### src/design/bhpq_pkg.sv
// Shared types and constants for the binary heap priority queue.
// Request/result payload structs, default sizes, opcode and status codes.
// No dependencies.
package bhpq_pkg;

  localparam int CAPACITY_DEF    = 64;
  localparam int VALUE_WIDTH_DEF = 32;

  localparam logic OP_PUSH = 1'b0;
  localparam logic OP_POP  = 1'b1;

  localparam logic [1:0] STAT_DONE  = 2'd0;
  localparam logic [1:0] STAT_EMPTY = 2'd1;
  localparam logic [1:0] STAT_FULL  = 2'd2;

  typedef struct packed {
    logic               opcode;
    logic signed [31:0] value;
  } in_req_t;

  typedef struct packed {
    logic signed [31:0] popped_value;
    logic signed [31:0] top_value;
    logic               top_valid;
    logic [6:0]         entry_count;
    logic [1:0]         op_status;
  } out_rsp_t;

endpackage

### src/design/binary_heap_priority_queue.sv
// Binary heap priority queue: push / pop over a one-port heap RAM, min or max order.
// Push: climbs from the new last slot toward the root, UP_CHK then UP_CMP per level;
//   pop: moves the last entry to the root (LD_WAIT), then sinks it, DN_CHK, DN_RDR and
//   DN_CMP per level; errors and a pop of the last entry never raise busy.
// Result strobe in the cycle busy drops, cannot be stalled; next request accepted there.
// Sync active-low reset empties the heap, selects min order. Needs bhpq_pkg, bhpq_ram.
module binary_heap_priority_queue #(
  parameter int CAPACITY    = bhpq_pkg::CAPACITY_DEF,
  parameter int VALUE_WIDTH = bhpq_pkg::VALUE_WIDTH_DEF
) (
  input  logic               clk,
  input  logic               rst_n,
  input  logic               start,
  output logic               busy,
  input  bhpq_pkg::in_req_t  in_req,
  output logic               out_strobe,
  output bhpq_pkg::out_rsp_t out_rsp,
  input  logic               cfg_valid,
  output logic               cfg_ready,
  input  logic               cfg_data
);

  localparam int AW = $clog2(CAPACITY);
  localparam int CW = $clog2(CAPACITY + 1);
  localparam int XW = AW + 2;
  localparam int VW = VALUE_WIDTH;

  typedef enum logic [2:0] {
    IDLE, UP_CHK, UP_CMP, LD_WAIT, DN_CHK, DN_RDR, DN_CMP
  } state_t;

  typedef enum logic [1:0] {SEL_NONE, SEL_LEFT, SEL_RIGHT} sel_t;

  state_t             state_r, state_nxt;
  sel_t               bsel_r, bsel_nxt;
  logic [AW-1:0]      pos_r, pos_nxt;
  logic [CW-1:0]      count_r, count_nxt;
  logic               mode_r, mode_nxt;
  logic [VW-1:0]      cur_r, cur_nxt;
  logic [VW-1:0]      best_r, best_nxt;
  logic [VW-1:0]      root_r, root_nxt;
  logic [VW-1:0]      popped_r, popped_nxt;
  logic [1:0]         status_r, status_nxt;
  logic               out_strobe_r, out_strobe_nxt;
  bhpq_pkg::out_rsp_t out_rsp_r, out_rsp_nxt;

  logic               ram_we;
  logic [AW-1:0]      ram_addr;
  logic [VW-1:0]      ram_wdata, ram_rdata;

  logic [VW-1:0]      cmp_a, cmp_b, cmp_x, cmp_y;
  logic               above;
  logic               emit;
  logic [XW-1:0]      lc_x, rc_x, cnt_x;
  logic [AW-1:0]      parent;
  logic [VW+31:0]     vin_ext, pop_ext, top_ext;
  logic [CW+6:0]      cnt_ext;

  bhpq_ram #(.WIDTH(VW), .DEPTH(CAPACITY)) u_ram (
    .clk   (clk),
    .we    (ram_we),
    .addr  (ram_addr),
    .wdata (ram_wdata),
    .rdata (ram_rdata)
  );

  // shared compare: a ranks strictly above b
  assign cmp_x = mode_r ? cmp_b : cmp_a;
  assign cmp_y = mode_r ? cmp_a : cmp_b;
  assign above = $signed(cmp_x) < $signed(cmp_y);

  assign lc_x    = {1'b0, pos_r, 1'b1};
  assign rc_x    = lc_x + XW'(1);
  assign cnt_x   = XW'(count_r);
  assign parent  = AW'((pos_r - AW'(1)) >> 1);
  assign vin_ext = {VW'(0), in_req.value};

  assign busy       = state_r != IDLE;
  assign cfg_ready  = !busy;
  assign out_strobe = out_strobe_r;
  assign out_rsp    = out_rsp_r;

  always_comb begin
    cmp_a = cur_r;
    cmp_b = ram_rdata;
    case (state_r)
      DN_RDR: begin
        cmp_a = ram_rdata;
        cmp_b = cur_r;
      end
      DN_CMP: begin
        cmp_a = ram_rdata;
        cmp_b = best_r;
      end
      default: begin
      end
    endcase
  end

  always_comb begin
    state_nxt  = state_r;
    bsel_nxt   = bsel_r;
    pos_nxt    = pos_r;
    count_nxt  = count_r;
    mode_nxt   = mode_r;
    cur_nxt    = cur_r;
    best_nxt   = best_r;
    popped_nxt = popped_r;
    status_nxt = status_r;
    ram_we     = 1'b0;
    ram_addr   = pos_r;
    ram_wdata  = cur_r;
    emit       = 1'b0;

    case (state_r)
      IDLE: begin
        if (cfg_valid && count_r == '0) begin
          mode_nxt = cfg_data;
        end
        if (start) begin
          popped_nxt = '1;
          status_nxt = bhpq_pkg::STAT_DONE;
          if (in_req.opcode == bhpq_pkg::OP_PUSH) begin
            if (count_r == CW'(CAPACITY)) begin
              status_nxt = bhpq_pkg::STAT_FULL;
              emit       = 1'b1;
            end else begin
              cur_nxt   = vin_ext[VW-1:0];
              pos_nxt   = AW'(count_r);
              count_nxt = count_r + CW'(1);
              state_nxt = UP_CHK;
            end
          end else begin
            if (count_r == '0) begin
              status_nxt = bhpq_pkg::STAT_EMPTY;
              emit       = 1'b1;
            end else begin
              popped_nxt = root_r;
              count_nxt  = count_r - CW'(1);
              ram_addr   = AW'(count_r - CW'(1));
              if (count_r == CW'(1)) begin
                emit = 1'b1;
              end else begin
                state_nxt = LD_WAIT;
              end
            end
          end
        end
      end
      UP_CHK: begin
        if (pos_r == '0) begin
          ram_we    = 1'b1;
          emit      = 1'b1;
          state_nxt = IDLE;
        end else begin
          ram_addr  = parent;
          state_nxt = UP_CMP;
        end
      end
      UP_CMP: begin
        ram_we = 1'b1;
        if (above) begin
          ram_wdata = ram_rdata;
          pos_nxt   = parent;
          state_nxt = UP_CHK;
        end else begin
          emit      = 1'b1;
          state_nxt = IDLE;
        end
      end
      LD_WAIT: begin
        cur_nxt   = ram_rdata;
        pos_nxt   = '0;
        state_nxt = DN_CHK;
      end
      DN_CHK: begin
        if (lc_x >= cnt_x) begin
          ram_we    = 1'b1;
          emit      = 1'b1;
          state_nxt = IDLE;
        end else begin
          ram_addr  = lc_x[AW-1:0];
          state_nxt = DN_RDR;
        end
      end
      DN_RDR: begin
        ram_addr = rc_x[AW-1:0];
        if (above) begin
          best_nxt = ram_rdata;
          bsel_nxt = SEL_LEFT;
        end else begin
          best_nxt = cur_r;
          bsel_nxt = SEL_NONE;
        end
        state_nxt = DN_CMP;
      end
      DN_CMP: begin
        ram_we = 1'b1;
        if (rc_x < cnt_x && above) begin
          ram_wdata = ram_rdata;
          pos_nxt   = rc_x[AW-1:0];
          state_nxt = DN_CHK;
        end else if (bsel_r == SEL_LEFT) begin
          ram_wdata = best_r;
          pos_nxt   = lc_x[AW-1:0];
          state_nxt = DN_CHK;
        end else begin
          emit      = 1'b1;
          state_nxt = IDLE;
        end
      end
      default: begin
        state_nxt = IDLE;
      end
    endcase

    root_nxt = root_r;
    if (ram_we && ram_addr == '0) begin
      root_nxt = ram_wdata;
    end

    pop_ext = {{32{popped_nxt[VW-1]}}, popped_nxt};
    top_ext = {{32{root_nxt[VW-1]}}, root_nxt};
    cnt_ext = {7'd0, count_nxt};

    out_strobe_nxt           = emit;
    out_rsp_nxt              = out_rsp_r;
    if (emit) begin
      out_rsp_nxt.popped_value = pop_ext[31:0];
      out_rsp_nxt.top_value    = (count_nxt != '0) ? top_ext[31:0] : '1;
      out_rsp_nxt.top_valid    = count_nxt != '0;
      out_rsp_nxt.entry_count  = cnt_ext[6:0];
      out_rsp_nxt.op_status    = status_nxt;
    end
  end

  always_ff @(posedge clk) begin
    bsel_r    <= bsel_nxt;
    pos_r     <= pos_nxt;
    cur_r     <= cur_nxt;
    best_r    <= best_nxt;
    root_r    <= root_nxt;
    popped_r  <= popped_nxt;
    status_r  <= status_nxt;
    out_rsp_r <= out_rsp_nxt;
    if (!rst_n) begin
      state_r      <= IDLE;
      count_r      <= '0;
      mode_r       <= 1'b0;
      out_strobe_r <= 1'b0;
    end else begin
      state_r      <= state_nxt;
      count_r      <= count_nxt;
      mode_r       <= mode_nxt;
      out_strobe_r <= out_strobe_nxt;
    end
  end

  a_strobe_idle: assert property (@(posedge clk) disable iff (!rst_n)
    out_strobe |-> !busy) else $error("result while busy");

  a_count_cap: assert property (@(posedge clk) disable iff (!rst_n)
    count_r <= CW'(CAPACITY)) else $error("count above capacity");

  a_req_progress: assert property (@(posedge clk) disable iff (!rst_n)
    start && !busy |=> busy || out_strobe) else $error("request dropped");

  a_empty_rsp: assert property (@(posedge clk) disable iff (!rst_n)
    out_strobe && out_rsp.op_status == bhpq_pkg::STAT_EMPTY |-> !out_rsp.top_valid)
    else $error("empty pop reports a top");

  a_mode_hold: assert property (@(posedge clk) disable iff (!rst_n)
    count_r != '0 |=> $stable(mode_r)) else $error("order changed under entries");

endmodule

### src/design/bhpq_ram.sv
// Generic single-port RAM with registered read data.
// Used for heap storage; no dependencies.
module bhpq_ram #(
  parameter int WIDTH = 32,
  parameter int DEPTH = 64
) (
  input  logic                     clk,
  input  logic                     we,
  input  logic [$clog2(DEPTH)-1:0] addr,
  input  logic [WIDTH-1:0]         wdata,
  output logic [WIDTH-1:0]         rdata
);

  logic [WIDTH-1:0] mem [DEPTH];

  always_ff @(posedge clk) begin
    if (we) begin
      mem[addr] <= wdata;
    end
    rdata <= mem[addr];
  end

endmodule

### config.mk
export PLATFORM = sky130hd
export DESIGN_NAME = binary_heap_priority_queue
export DESIGN_NICKNAME = d
export VERILOG_FILES = /design/src/design/bhpq_pkg.sv /design/src/design/binary_heap_priority_queue.sv /design/src/design/bhpq_ram.sv
export SDC_FILE = /design/constraint.sdc
export NUM_CORES = 2
export LEC_CHECK = 0
export BUFFER_PORTS_ARGS = -buffer_cell sky130_fd_sc_hd__buf_4
export CAP_MARGIN = 30
export CORE_ASPECT_RATIO = 1.4
export CORE_MARGIN = 2
export CORE_UTILIZATION = 45
export CTS_BUF_LIST = sky130_fd_sc_hd__clkbuf_2
export CTS_CLUSTER_SIZE = 8
export DETAILED_ROUTE_END_ITERATION = 12
export GPL_TIMING_DRIVEN = 0
export SYNTH_ARGS = -nofsm -noshare
export SYNTH_HDL_FRONTEND = slang
export SYNTH_HIERARCHICAL = 1
export SYNTH_SLANG_ARGS = --single-unit
### constraint.sdc
create_clock -name clk -period 11.4 [get_ports clk]
set_input_delay 0 -clock clk [delete_from_list [all_inputs] [get_ports clk]]
set_output_delay 0 -clock clk [all_outputs]
set_load 0.03 [all_outputs]
==> impl_metrics.csv <==
group,metric,value,unit
sta,fmax,0.119,GHz
critical_path,cp-start-kind,"register",
synthesis,post-synth-top-count-cell,"edfxtp_1",
global_route,grt.total_usage,0.290,
clock_tree,largest_buffer_count_on_any_clock_path,4,
synthesis,yosys-top-cells-area,"edfxtp_1 71%, mux2i_1 3.2%, dfxtp_1 2.4%",
synthesis,synth.cell_area,0.0932,mm^2
sta,final-hold-violation-count,0,
synthesis,syn-num-nets,5823,
critical_path,critical_path_arrival,9910,ps
placement,portBuffers,114,
die,floorplan.io_pins,115,
final_layout,finalCoreUtilization,0.523,
placement,placed_cell_count,8771,
final_layout,finish.cell_count_without_fillers,9825,
sta,post-route-period-util,0.739,
synthesis,netlist.top_cell.by_area,"edfxtp_1",
placement,placement.cell_area,0.102,mm^2
final_layout,postLayoutCellArea,0.108,mm^2
critical_path,setup.worst_path.end_class,"register",
detailed_routing,viasPerCell,6.26,
final_layout,layout-area-overhead-vs-synth,15.4,%
final_layout,drive_gt1_frac,0.244,
sta,rsz0062_at_grt,"no",
min_path,hold-path-endpoint,"cur_r[13]",
synthesis,synth.ff_latch_count,2303,
min_path,hold_start,"in_req[13]",
detailed_routing,totalWireLength,311000,um
global_route,global_route_wire_length_before_repair,437000,um
die,core_area,0.206,mm^2
clock_tree,cts_tree,"yes",
clock_tree,cts_made_buffers,535,
critical_path,critPathMostFrequentCell,"buf_4",
clock_tree,numClockSinks,2303,
clock_tree,clk_transition_reported_paths,130,ps
synthesis,post_synth_most_frequent_cells,"2193 x edfxtp_1, 300 x mux2i_1, 271 x clkbuf_1, 229 x a21oi_1, 224 x a22oi_1",
detailed_routing,wl_per_cell,31.7,um
synthesis,count_of_warnings_emitted_by_yosys,6,
critical_path,r2r_slack,2980,ps
critical_path,worst_r2r_path_depth,25,
min_path,hold_path.class,"input port to register",
critical_path,slowest_stage_cell_cp,"nor4_2",
synthesis,synth-main-ff-cell,"edfxtp_1",
critical_path,critPathRequiredTime,12890,ps
sta,slew_headroom,0.211,
synthesis,top_cell_type_s_share_of_synthesized_area,0.706,
critical_path,path_class,"register to register",
clock_tree,cts.root.buffer_cell,"clkbuf_2",
clock_tree,cts.htree.levels,6,
sta,setup-violations-final,0,
detailed_routing,drc_errors,0,
global_route,first_global_vias,61500,
die,die_height,543,um
detailed_routing,drt-initial-drc-count,7583,
global_route,antenna_found_initial,14,
placement,dp_hpwl,219000,um
die,initial_utilization,0.453,
die,std_cell_rows,197,
final_layout,nNetsFinal,6833,
synthesis,async_reset_ff_frac,0,
synthesis,synthDistinctLibCells,92,
synthesis,number_of_flops_mapped_to_enable_cells_by_yosys,2193,
sta,maxSlewViolCount,0,
die,fp.dieW,389,um
sta,setup_total_negative_slack,0,ps
flow_run,max-cap-violations,0,
detailed_routing,dr_vias,61500,
critical_path,crit_path_max_fanout,30,
placement,gp_congestion,0.970,
run_status,status,"finished, final reports clean",
die,dieArea,0.211,mm^2
global_route,overflow,0,
detailed_routing,detail-route-antenna-nets,0,
sta,finalClockSkew,165,ps
clock_tree,clock_latency,1750,ps
global_route,pin_count_of_the_biggest_net_entering_global_routing,76,
critical_path,r2r-start,"state_r[1]",
synthesis,synth_area_per_cell,16.2,um^2
detailed_routing,drt-pass1-iter-count,9,
sta,worst_tran_pin_value,1180,ps
sta,finalCriticalPeriod,8420,ps
critical_path,max_stage_delay,850,ps
synthesis,netlist_instances,5737,
synthesis,synth_seq_area_share,0.730,
min_path,hold_path_depth,5,
critical_path,rr_endpoint,"u_ram/mem[21][29]",
==> how the worst max path moves through the flow <==
stage | start | endpoint | slack [ps] | cells after the start
finish | state_r[1] | u_ram/mem[21][29] | 2980 | 25
global route | state_r[1] | u_ram/mem[21][29] | 2820 | 25
CTS | state_r[1] | u_ram/mem[21][29] | 3170 | 25
detailed placement | state_r[1] | u_ram/mem[10][29] | 3330 | 25
global placement | state_r[1] | u_ram/mem[30][19] | -6620 | 20
floorplan | state_r[1] | u_ram/mem[0][23] | 2870 | 18
==> area by class of cell <==
type	instances	area [um^2]
antenna	15	37.5
buffer	469	2060
clock buffer	775	3880
clock inverter	139	883
fill	17000	98200
inverter	26	100
multi-input combinational	2939	23800
sequential	2303	68100
tap	2686	3360
timing repair buffer	473	5450
==> layout by cell type, fill, tap and decap left out, types with 55 or more instances in the layout <==
master	n
clkinv_1	85
dlygate4sd3_1	115
clkbuf_2	775
buf_12	58
a211oi_1	55
dfxtp_1	110
clkbuf_1	271
o21ai_0	126
a22o_1	66
buf_1	72
mux2i_1	300
nor2_1	141
mux2_2	179
a21oi_1	225
nand3_1	95
and3_1	90
buf_2	108
o22a_1	102
o22ai_1	97
a22oi_1	224
edfxtp_1	2193
buf_4	212
mux4_2	96
a221oi_1	179
nand2_1	201
nor2_4	64
==> metal layers <==
metal  global-route usage  routed length, um
met5                    0                 40
met3               0.0539              27000
met2                0.493             154000
met4                0.177              20700
met1                0.341             110000
==> state kept, by name (all words and copies together), names as in the netlist <==
signal / flops
popped_r: 32
count_r: 7
root_r: 32
best_r: 32
pos_r: 6
cur_r: 32
status_r: 2
out_strobe: 1
u_ram/rdata: 32
u_ram/mem: 2048
state_r: 3
out_rsp: 74
bsel_r: 1
mode_r: 1
==> cell families after synthesis <==
| family | count (synthesis) | share of synthesized area |
|---|---|---|
| fa+ha+maj | 48 | 0.00644 |
| buf+inv | 495 | 0.0232 |
| mux | 578 | 0.0775 |
| flops | 2303 | 0.730 |
| compound gates | 1437 | 0.114 |
| simple gates | 859 | 0.0471 |
| xor+xnor | 17 | 0.00160 |
==> per-stage QoR <==
step           setup WS, ps  hold slack, ps
6_report               2980             222
5_1_grt                2820             153
3_5_place_dp           3330             287
2_1_floorplan          2870             122
4_1_cts                3170             135
3_3_place_gp          -6620             275
==> critical path, delay by kind of cell (launching register included) <==
kind	cells	cell delay, ps
AO/OA/AOI/OAI	4	910
AND/OR/NAND/NOR	7	2790
buffers and inverters	13	3680
flip-flops	1	350
adder cells (fa/ha/maj)	1	320
==> timing repair <==
item                      in CTS  in global routing
resized for setup              0                  0
hold endpoints to repair     268                  0
hold buffers                 115                  0
buffers inserted               0                  0
Power is not shown: default switching activity piles up to over one toggle a cycle in this logic, so the estimate is an artifact.
